[src/hdl/esppid_pkg.sv]
// Shared widths, codes and control types for the encoder speed PID block.
`default_nettype none
package esppid_pkg;

    localparam int PERIOD_W   = 24;
    localparam int TGT_W      = 20;
    localparam int GAIN_W     = 16;
    localparam int WINDUP_W   = 24;
    localparam int PWM_W      = 12;
    localparam int CFG_IDX_W  = 2;
    localparam int CFG_DATA_W = 24;

    localparam int COUNTS_PER_REV_DEF = 1024;
    localparam int PWM_MAX_DEF        = 4095;

    // 60e6 * 16, the speed numerator in Q.4 rpm
    localparam int                NUM_W     = 30;
    localparam logic [NUM_W-1:0]  SPEED_NUM = 30'd960000000;
    localparam logic [NUM_W-1:0]  SPEED_MAX = 30'd1048575;
    localparam int                CNT_W     = $clog2(NUM_W);
    localparam logic [CNT_W-1:0]  DIV_LAST  = CNT_W'(NUM_W - 1);

    localparam int ERR_W  = 22;
    localparam int DER_W  = 23;
    localparam int INT_W  = 32;
    localparam int PROD_W = GAIN_W + INT_W;
    localparam int ACC_W  = PROD_W + 2;
    localparam int SHIFT  = 12;
    localparam int CORR_W = ACC_W - SHIFT;
    localparam int LVL_W  = CORR_W + 1;

    typedef enum logic [CFG_IDX_W-1:0] {
        CFG_KP     = 2'd0,
        CFG_KI     = 2'd1,
        CFG_KD     = 2'd2,
        CFG_WINDUP = 2'd3
    } t_cfg_idx;

    typedef enum logic [1:0] {
        MSEL_P = 2'd0,
        MSEL_I = 2'd1,
        MSEL_D = 2'd2
    } t_msel;

    typedef enum logic [1:0] {
        ACC_HOLD = 2'd0,
        ACC_LOAD = 2'd1,
        ACC_ADD  = 2'd2
    } t_acc_op;

    typedef enum logic [3:0] {
        ST_IDLE,
        ST_DIV,
        ST_SPEED,
        ST_INTEG,
        ST_MUL_P,
        ST_MUL_I,
        ST_MUL_D,
        ST_ACC,
        ST_ROUND,
        ST_UPDATE
    } t_state;

    typedef struct packed {
        logic    load;
        logic    div_step;
        logic    speed;
        logic    integ;
        logic    mul_en;
        t_msel   mul_sel;
        t_acc_op acc_op;
        logic    round;
        logic    update;
    } t_cmd;

    typedef struct packed {
        logic out_full;
    } t_sts;

endpackage
`default_nettype wire

[src/hdl/esppid_ctrl.sv]
// Sequencer for the speed divide, PID terms and PWM update.
`default_nettype none
module esppid_ctrl (
    input  wire                 i_clk,
    input  wire                 i_rst_n,
    input  wire                 i_valid,
    output logic                o_ready,
    input  esppid_pkg::t_sts    i_sts,
    output esppid_pkg::t_cmd    o_cmd
);

    esppid_pkg::t_state                 r_state, n_state;
    logic [esppid_pkg::CNT_W-1:0]       r_cnt, n_cnt;

    always_ff @(posedge i_clk) begin
        if (!i_rst_n) begin
            r_state <= esppid_pkg::ST_IDLE;
            r_cnt   <= '0;
        end else begin
            r_state <= n_state;
            r_cnt   <= n_cnt;
        end
    end

    always_comb begin
        n_state = r_state;
        n_cnt   = r_cnt;
        unique case (r_state)
            esppid_pkg::ST_IDLE: begin
                n_cnt = '0;
                if (i_valid) n_state = esppid_pkg::ST_DIV;
            end
            esppid_pkg::ST_DIV: begin
                n_cnt = r_cnt + 1'b1;
                if (r_cnt == esppid_pkg::DIV_LAST) n_state = esppid_pkg::ST_SPEED;
            end
            esppid_pkg::ST_SPEED:  n_state = esppid_pkg::ST_INTEG;
            esppid_pkg::ST_INTEG:  n_state = esppid_pkg::ST_MUL_P;
            esppid_pkg::ST_MUL_P:  n_state = esppid_pkg::ST_MUL_I;
            esppid_pkg::ST_MUL_I:  n_state = esppid_pkg::ST_MUL_D;
            esppid_pkg::ST_MUL_D:  n_state = esppid_pkg::ST_ACC;
            esppid_pkg::ST_ACC:    n_state = esppid_pkg::ST_ROUND;
            esppid_pkg::ST_ROUND:  n_state = esppid_pkg::ST_UPDATE;
            esppid_pkg::ST_UPDATE: begin
                if (!i_sts.out_full) n_state = esppid_pkg::ST_IDLE;
            end
            default: n_state = esppid_pkg::ST_IDLE;
        endcase
    end

    always_comb begin
        o_ready        = 1'b0;
        o_cmd          = '0;
        o_cmd.mul_sel  = esppid_pkg::MSEL_P;
        o_cmd.acc_op   = esppid_pkg::ACC_HOLD;
        unique case (r_state)
            esppid_pkg::ST_IDLE: begin
                o_ready    = 1'b1;
                o_cmd.load = i_valid;
            end
            esppid_pkg::ST_DIV:   o_cmd.div_step = 1'b1;
            esppid_pkg::ST_SPEED: o_cmd.speed    = 1'b1;
            esppid_pkg::ST_INTEG: o_cmd.integ    = 1'b1;
            esppid_pkg::ST_MUL_P: begin
                o_cmd.mul_en  = 1'b1;
                o_cmd.mul_sel = esppid_pkg::MSEL_P;
            end
            esppid_pkg::ST_MUL_I: begin
                o_cmd.mul_en  = 1'b1;
                o_cmd.mul_sel = esppid_pkg::MSEL_I;
                o_cmd.acc_op  = esppid_pkg::ACC_LOAD;
            end
            esppid_pkg::ST_MUL_D: begin
                o_cmd.mul_en  = 1'b1;
                o_cmd.mul_sel = esppid_pkg::MSEL_D;
                o_cmd.acc_op  = esppid_pkg::ACC_ADD;
            end
            esppid_pkg::ST_ACC:    o_cmd.acc_op = esppid_pkg::ACC_ADD;
            esppid_pkg::ST_ROUND:  o_cmd.round  = 1'b1;
            esppid_pkg::ST_UPDATE: o_cmd.update = !i_sts.out_full;
            default: o_ready = 1'b0;
        endcase
    end

endmodule
`default_nettype wire

[src/hdl/esppid_dp.sv]
// Datapath: serial speed divider, shared PID multiplier, PWM level and output beat.
`default_nettype none
module esppid_dp #(
    parameter int COUNTS_PER_REV = esppid_pkg::COUNTS_PER_REV_DEF,
    parameter int PWM_MAX        = esppid_pkg::PWM_MAX_DEF
) (
    input  wire                                  i_clk,
    input  wire                                  i_rst_n,
    input  esppid_pkg::t_cmd                     i_cmd,
    output esppid_pkg::t_sts                     o_sts,
    input  wire                                  i_cfg_valid,
    input  wire [esppid_pkg::CFG_IDX_W-1:0]      i_cfg_index,
    input  wire [esppid_pkg::CFG_DATA_W-1:0]     i_cfg_data,
    input  wire [esppid_pkg::PERIOD_W-1:0]       i_period_us,
    input  wire [esppid_pkg::TGT_W-1:0]          i_target_speed,
    input  wire                                  i_direction,
    output logic                                 o_valid,
    input  wire                                  i_ready,
    output logic [esppid_pkg::PWM_W-1:0]         o_pwm_out,
    output logic                                 o_direction_out
);

    localparam int DEN_W = esppid_pkg::PERIOD_W + $clog2(COUNTS_PER_REV + 1);
    localparam int CEIL  = (PWM_MAX < 4095) ? PWM_MAX : 4095;
    localparam int NW    = esppid_pkg::NUM_W;
    localparam int EW    = esppid_pkg::ERR_W;
    localparam int DW    = esppid_pkg::DER_W;
    localparam int IW    = esppid_pkg::INT_W;
    localparam int PW    = esppid_pkg::PROD_W;
    localparam int AW    = esppid_pkg::ACC_W;
    localparam int CW    = esppid_pkg::CORR_W;
    localparam int LW    = esppid_pkg::LVL_W;
    localparam int GW    = esppid_pkg::GAIN_W;

    // configuration
    logic signed [GW-1:0]                      r_kp, r_ki, r_kd;
    logic [esppid_pkg::WINDUP_W-1:0]           r_windup;

    // item and working registers
    logic [DEN_W-1:0]                          r_den;
    logic [DEN_W-1:0]                          r_rem;
    logic [NW-1:0]                             r_quo;
    logic [esppid_pkg::TGT_W-1:0]              r_tgt;
    logic                                      r_dir;
    logic signed [EW-1:0]                      r_err;
    logic signed [DW-1:0]                      r_deriv;
    logic signed [PW-1:0]                      r_prod;
    logic signed [AW-1:0]                      r_acc;
    logic signed [CW-1:0]                      r_corr;

    // loop state and output beat
    logic signed [IW-1:0]                      r_int;
    logic signed [EW-1:0]                      r_prev;
    logic [esppid_pkg::PWM_W-1:0]              r_pwm;
    logic                                      r_dout;
    logic                                      r_out_valid;

    logic [DEN_W:0]                            rem_sh;
    logic                                      q_bit;
    logic [DEN_W-1:0]                          rem_nx;
    logic [esppid_pkg::TGT_W-1:0]              speed;
    logic [IW-1:0]                             int_mag;
    logic signed [GW-1:0]                      mul_a;
    logic signed [IW-1:0]                      mul_b;
    logic signed [AW-1:0]                      adj;
    logic signed [LW-1:0]                      lvl;
    logic [esppid_pkg::PWM_W-1:0]              lvl_clamped;

    always_ff @(posedge i_clk) begin
        if (!i_rst_n) begin
            r_kp     <= '0;
            r_ki     <= '0;
            r_kd     <= '0;
            r_windup <= '0;
        end else if (i_cfg_valid) begin
            unique case (esppid_pkg::t_cfg_idx'(i_cfg_index))
                esppid_pkg::CFG_KP:     r_kp     <= i_cfg_data[GW-1:0];
                esppid_pkg::CFG_KI:     r_ki     <= i_cfg_data[GW-1:0];
                esppid_pkg::CFG_KD:     r_kd     <= i_cfg_data[GW-1:0];
                esppid_pkg::CFG_WINDUP: r_windup <= i_cfg_data;
                default:                r_windup <= r_windup;
            endcase
        end
    end

    // restoring divide, one quotient bit per cycle
    always_comb begin
        rem_sh = {r_rem, r_quo[NW-1]};
        q_bit  = (rem_sh >= {1'b0, r_den});
        rem_nx = q_bit ? DEN_W'(rem_sh - {1'b0, r_den}) : rem_sh[DEN_W-1:0];
    end

    always_comb begin
        if (r_den == '0)
            speed = '0;
        else if (r_quo > esppid_pkg::SPEED_MAX)
            speed = esppid_pkg::SPEED_MAX[esppid_pkg::TGT_W-1:0];
        else
            speed = r_quo[esppid_pkg::TGT_W-1:0];
    end

    assign int_mag = r_int[IW-1] ? IW'(-r_int) : IW'(r_int);

    always_comb begin
        unique case (i_cmd.mul_sel)
            esppid_pkg::MSEL_P: begin
                mul_a = r_kp;
                mul_b = IW'(r_err);
            end
            esppid_pkg::MSEL_I: begin
                mul_a = r_ki;
                mul_b = r_int;
            end
            esppid_pkg::MSEL_D: begin
                mul_a = r_kd;
                mul_b = IW'(r_deriv);
            end
            default: begin
                mul_a = r_kp;
                mul_b = IW'(r_err);
            end
        endcase
    end

    assign adj = r_acc + (r_acc[AW-1] ? AW'((1 << esppid_pkg::SHIFT) - 1) : AW'(0));
    assign lvl = LW'($signed({1'b0, r_pwm})) + LW'(r_corr);

    always_comb begin
        if (lvl < 0)
            lvl_clamped = '0;
        else if (lvl > $signed(LW'(CEIL)))
            lvl_clamped = esppid_pkg::PWM_W'(CEIL);
        else
            lvl_clamped = lvl[esppid_pkg::PWM_W-1:0];
    end

    always_ff @(posedge i_clk) begin
        if (i_cmd.load) begin
            r_den <= DEN_W'(i_period_us) * DEN_W'(COUNTS_PER_REV);
            r_rem <= '0;
            r_quo <= esppid_pkg::SPEED_NUM;
            r_tgt <= i_target_speed;
            r_dir <= i_direction;
        end else if (i_cmd.div_step) begin
            r_rem <= rem_nx;
            r_quo <= {r_quo[NW-2:0], q_bit};
        end
        if (i_cmd.speed)
            r_err <= $signed(EW'(r_tgt)) - $signed(EW'(speed));
        if (i_cmd.integ)
            r_deriv <= DW'(r_err) - DW'(r_prev);
        if (i_cmd.mul_en)
            r_prod <= mul_a * mul_b;
        unique case (i_cmd.acc_op)
            esppid_pkg::ACC_HOLD: r_acc <= r_acc;
            esppid_pkg::ACC_LOAD: r_acc <= AW'(r_prod);
            esppid_pkg::ACC_ADD:  r_acc <= r_acc + AW'(r_prod);
            default:              r_acc <= r_acc;
        endcase
        if (i_cmd.round)
            r_corr <= adj[AW-1:esppid_pkg::SHIFT];
        if (i_cmd.update)
            r_dout <= r_dir;
    end

    always_ff @(posedge i_clk) begin
        if (!i_rst_n) begin
            r_int       <= '0;
            r_prev      <= '0;
            r_pwm       <= '0;
            r_out_valid <= 1'b0;
        end else begin
            if (i_cmd.integ) begin
                if (int_mag < IW'(r_windup))
                    r_int <= r_int + IW'(r_err);
                else
                    r_int <= '0;
                r_prev <= r_err;
            end
            if (i_cmd.update) begin
                r_pwm       <= lvl_clamped;
                r_out_valid <= 1'b1;
            end else if (i_ready) begin
                r_out_valid <= 1'b0;
            end
        end
    end

    assign o_sts.out_full  = r_out_valid && !i_ready;
    assign o_valid         = r_out_valid;
    assign o_pwm_out       = r_pwm;
    assign o_direction_out = r_dout;

endmodule
`default_nettype wire

[src/hdl/encoder_speed_pid_pwm.sv]
// Top level: encoder period to speed, incremental PID and clamped PWM level.
// The input is accepted only in the idle state, so one item runs through the serial speed divider
// and the PID steps before the next is taken; a stalled result beat holds the update.
// The PID terms share one 16x32 multiplier, used in turn for the P, I and D terms.
// Synchronous active-low reset clears gains, windup limit, integral,
// previous error and PWM level; no clearing pass is needed.
`default_nettype none
module encoder_speed_pid_pwm #(
    parameter int COUNTS_PER_REV = esppid_pkg::COUNTS_PER_REV_DEF,
    parameter int PWM_MAX        = esppid_pkg::PWM_MAX_DEF
) (
    input  wire                                  i_clk,
    input  wire                                  i_rst_n,
    input  wire                                  i_cfg_valid,
    output logic                                 o_cfg_ready,
    input  wire [esppid_pkg::CFG_IDX_W-1:0]      i_cfg_index,
    input  wire [esppid_pkg::CFG_DATA_W-1:0]     i_cfg_data,
    input  wire                                  i_valid,
    output logic                                 o_ready,
    input  wire [esppid_pkg::PERIOD_W-1:0]       i_period_us,
    input  wire [esppid_pkg::TGT_W-1:0]          i_target_speed,
    input  wire                                  i_direction,
    output logic                                 o_valid,
    input  wire                                  i_ready,
    output logic [esppid_pkg::PWM_W-1:0]         o_pwm_out,
    output logic                                 o_direction_out
);

    esppid_pkg::t_cmd cmd;
    esppid_pkg::t_sts sts;

    assign o_cfg_ready = 1'b1;

    esppid_ctrl u_ctrl (
        .i_clk   (i_clk),
        .i_rst_n (i_rst_n),
        .i_valid (i_valid),
        .o_ready (o_ready),
        .i_sts   (sts),
        .o_cmd   (cmd)
    );

    esppid_dp #(
        .COUNTS_PER_REV (COUNTS_PER_REV),
        .PWM_MAX        (PWM_MAX)
    ) u_dp (
        .i_clk           (i_clk),
        .i_rst_n         (i_rst_n),
        .i_cmd           (cmd),
        .o_sts           (sts),
        .i_cfg_valid     (i_cfg_valid),
        .i_cfg_index     (i_cfg_index),
        .i_cfg_data      (i_cfg_data),
        .i_period_us     (i_period_us),
        .i_target_speed  (i_target_speed),
        .i_direction     (i_direction),
        .o_valid         (o_valid),
        .i_ready         (i_ready),
        .o_pwm_out       (o_pwm_out),
        .o_direction_out (o_direction_out)
    );

endmodule
`default_nettype wire

[config.mk]
export PLATFORM = sky130hd
export DESIGN_NAME = encoder_speed_pid_pwm
export DESIGN_NICKNAME = d
export VERILOG_FILES = /design/src/hdl/esppid_pkg.sv /design/src/hdl/esppid_ctrl.sv /design/src/hdl/esppid_dp.sv /design/src/hdl/encoder_speed_pid_pwm.sv
export SDC_FILE = /design/constraint.sdc
export NUM_CORES = 2
export LEC_CHECK = 0
export BUFFER_PORTS_ARGS = -buffer_cell sky130_fd_sc_hd__clkbuf_2
export CORE_AREA = 2 2 301 303
export CTS_CLUSTER_SIZE = 8
export DETAILED_ROUTE_END_ITERATION = 10
export DIE_AREA = 0 0 303 305
export GPL_TIMING_DRIVEN = 1
export MAX_ROUTING_LAYER = met4
export PLACE_DENSITY = 0.66
export SYNTH_ARGS = -nofsm -noshare
export SYNTH_HDL_FRONTEND = slang
export SYNTH_HIERARCHICAL = 1
export SYNTH_SLANG_ARGS = --single-unit
[constraint.sdc]
create_clock -name i_clk -period 27.9 [get_ports i_clk]
set_input_delay 1.395 -clock i_clk [delete_from_list [all_inputs] [get_ports i_clk]]
set_output_delay 1.395 -clock i_clk [all_outputs]
set_load 0.02 [all_outputs]
==> metrics.md <==
| Metric | Value |
|---|---|
| All-layer global routing usage | 0.254 |
| Critical Path Most Common Cell | fa_1 |
| Failing checks | design-rule violations |
| Avg Synthesized Cell Area | between 8 and 9 um2 |
| DRT iter0 DRCs | 2,453 |
| Synth Flop Type | edfxtp_1 |
| Clock Latency Late Sink | roughly 650 ps |
| Complex-gate fraction of the synthesized area | 0.142 |
| Fin. max-slew vios | 0 |
| Port bufs | 90 |
| CP Capture Type | register |
| Final Instance Area | 48,100 um2 |
| Asr flop ratio synth | 0 |
| Num rows | 110 |
| DRC Markers | 6 |
| I/O pins | between 90 and 100 |
| Dpl ws | approximately 17,000 ps |
| Global route total overflow | 0 |
| Worst Path Arrival | between 10,000 and 15,000 ps |
| Min Hold Slack | ~430 ps |
| Largest net degree at the start of global routing | 93 |
| GRT Max-Usage Layer | met2 |
| Max incr delay on CP | 740 ps |
| Area after DPL | approximately 46,000 um2 |
| Peak supply drop | 0.0524 mV |
| Post-Syn Area | approximately 44,000 um2 |
| Hold Violations, Final | 0 |
| Final Util | 0.538 |
| Reg clk slew, reported paths | 50 ps |
| Cell count after synthesis | just under 5,000 |
| Most common cell after layout, fill and taps aside | inv_1 |
| Average via count per standard cell | 5.50 |
| Gpl congestion | 0.966 |
| Met2 GRT Util | 0.393 |
| Initial antenna violation count | 0 |
| Final Power | ~2.5 mW |
| H-tree Lvls | 3 |
| EDFF count, synth | approximately 230 |
| RSZ-0062 raised after global routing | false |
| Final WL | ~110,000 um |
| Largest family of logic cells by synthesized area | adder cells |
| Worst slew pin tran | about 1300 ps |
| Mux cell area share after synthesis | 0.0239 |
| Post-Place Cells | between 6,000 and 7,000 |
| Area delta synth->final | 8.49% |
| Routed via count | ~34,000 |
| # nets final | 5,843 |
| Fmax achieved | approximately 95 MHz |
| Clock root buffer master | clkbuf_16 |
| CP max stage cell | nor4bb_1 |
| First-pass GRT wire length | 180,000 um |
| Final cell count without fillers | a little over 6,000 |
| Max-Slew Margin vs Limit | 0.165 |
| Synth area leaders | fa_1, edfxtp_1, dfxtp_1 |
| Pwr Density | 52.9 nW/um2 |
| GRT met3 Usage | 0.0515 |
| Fraction of the mapped netlist area in simple logic gates | 0.152 |
| Tcrit/Tclk final | 0.379 |
| Share of layout cells above drive strength 1 | 0.0637 |
| Synth Area in XOR/XNOR | 0.0470 |
| Crit path launch type | register |
| Post_cts resized | 0 |
| Setup TNS | 0 ps |
| Final setup vio count | 0 |
| Register-to-Register Path Depth | 28 |
| Die footprint | 92,400 um2 |
| Min-Delay Path Depth | 0 |
| Hold Buf Count CTS | 0 |
| Min Tclk post-route | 10,580 ps |
| Setup Crit Path Kind | reg -> reg |
| Vias in the first global route | ~34,000 |
| Core Footprint | 89,300 um2 |
| Clock Skews | between 30 and 40 ps |
| Maximum clock insertion buffer count | 3 |
| Yosys top cell area share | 0.222 |
| Flops & latches, synth | 437 |
| Post-synth net total | 5,813 |
| Yosys warning count | 6 |
| Initial Util | 0.496 |
| CP max FO | between 90 and 100 |
| Synth Area in Adders | 0.310 |
| Die H | just over 300 um |
| Final WS setup | 17,320 ps |
| Yosys cell types | 82 |
| Post CTS Setup Buffer Count | 0 |
| Die width | about 300 um |
| Max Cap Violations | 0 |
| DRT Pass-1 Iters | 8 |
| TritonCTS clock tree | done |
| Tightest Hold Check Type | reg -> reg |
| Static Leak | 21.4 nW |
| Dominant cell type by area after synthesis | fa_1 |
| CTS sink count | 437 |
| Filler cells | 8,183 |
| Remaining antenna violation count | 0 |
| Dpl hpwl | a little under 90,000 um |
| Met1 Use GR | 0.328 |
| DR WL/cell | 18.1 um |
| Outcome | finished, violations left |
| Critical path data required time | 28,310 ps |
| Total CTS buffers | 67 |
| Most frequent cells in the layout | inv_1, nand2_1, fa_1, nor2_1, ha_1 |
| Register area share after synthesis | 0.248 |
-- final timing paths --
kind              slack (ps)                    to              start
hold / removal           430  u_dp/o_direction_out         u_dp/r_dir
setup reg to reg       17320       u_dp/r_prod[42]  u_ctrl/r_state[0]
setup / recovery       17320       u_dp/r_prod[42]  u_ctrl/r_state[0]
hold reg to reg          430  u_dp/o_direction_out         u_dp/r_dir
-- per-layer routing --
layer | wire length [um] | vias to the layer above
met5 | 0 | -
met4 | 4850 | 0
met3 | 8130 | 254
met1 | 48000 | 16272
li1 | - | 16403
met2 | 50700 | 1081
-- worst max-delay path: cells and delay by family, from the launching register on --
kind	cells	cell delay, ps
AO/OA/AOI/OAI	8	2550
adder cells (fa/ha/maj)	8	3910
buffers and inverters	6	1380
flip-flops	1	730
AND/OR/NAND/NOR	6	1710
-- layout make-up --
cell class	instances	area (um2)	share of cell area
clock inverters	8	148	0.00307
diodes	1	2.50	0.0000520
repair buffers	143	851	0.0177
inverters	716	2690	0.0559
clock buffers	106	1910	0.0396
multi-input cells	3599	30000	0.624
well taps	1176	1470	0.0306
flip-flops and latches	437	11000	0.229
-- flip-flops by register name, summed over array words and instances (netlist names), 4 cells and up --
name and cells:
u_dp/r_rem 35, u_dp/r_quo 30, u_dp/r_int 32, u_dp/r_corr 38
u_ctrl/r_cnt 5, u_dp/r_ki 16, u_dp/r_den 24, u_dp/r_kp 16
u_dp/o_pwm_out 12, u_dp/r_tgt 20, u_dp/r_windup 24, u_dp/r_err 21
u_dp/r_prev 21, u_dp/r_kd 16, u_dp/r_prod 48, u_dp/r_deriv 22
u_dp/r_acc 50, u_ctrl/r_state 4
-- logic make-up (layout without fill, tap and decap cells) --
| logic type | Yosys count | in the layout |
|---|---|---|
| AO/OA/AOI/OAI | 952 | 952 |
| XOR/XNOR | 238 | 238 |
| adder cells (fa/ha/maj) | 803 | 803 |
| buffers and inverters | 898 | 973 |
| flip-flops | 437 | 437 |
| multiplexers | 101 | 101 |
| other | 1 | 2 |
| AND/OR/NAND/NOR | 1504 | 1504 |
-- cell usage after synthesis, drive strengths merged (16+ instances only) --
library cell and count:
buf 23, a21boi 83, o31ai 18, a21oi 213, clkbuf 159, o211ai 16, xor2 65, a211oi 31
ha 311, nand2 630, dfxtp 212, mux2 38, nand4 31, a31oi 28, o21ai 188, nor3 45
xnor2 173, and2 29, or3 16, and3 35, nor4 21, o21bai 26, mux2i 63, a21o 123
nand3 66, a211o 16, inv 714, o21a 66, edfxtp 225, a22oi 45, nand2b 35, nor2b 100
nor2 443, fa 492
-- power breakdown --
part | switching, mW | leakage (nW) | internal [mW] | total, mW
logic | 0.559 | 16.6 | 0.383 | 0.942
registers | 0.0543 | 3.78 | 0.759 | 0.813
clock network | 0.311 | 0.988 | 0.479 | 0.790
total | 0.924 | 21.4 | 1.62 | 2.54
No activity file was read; power rests on OpenSTA's default activity.
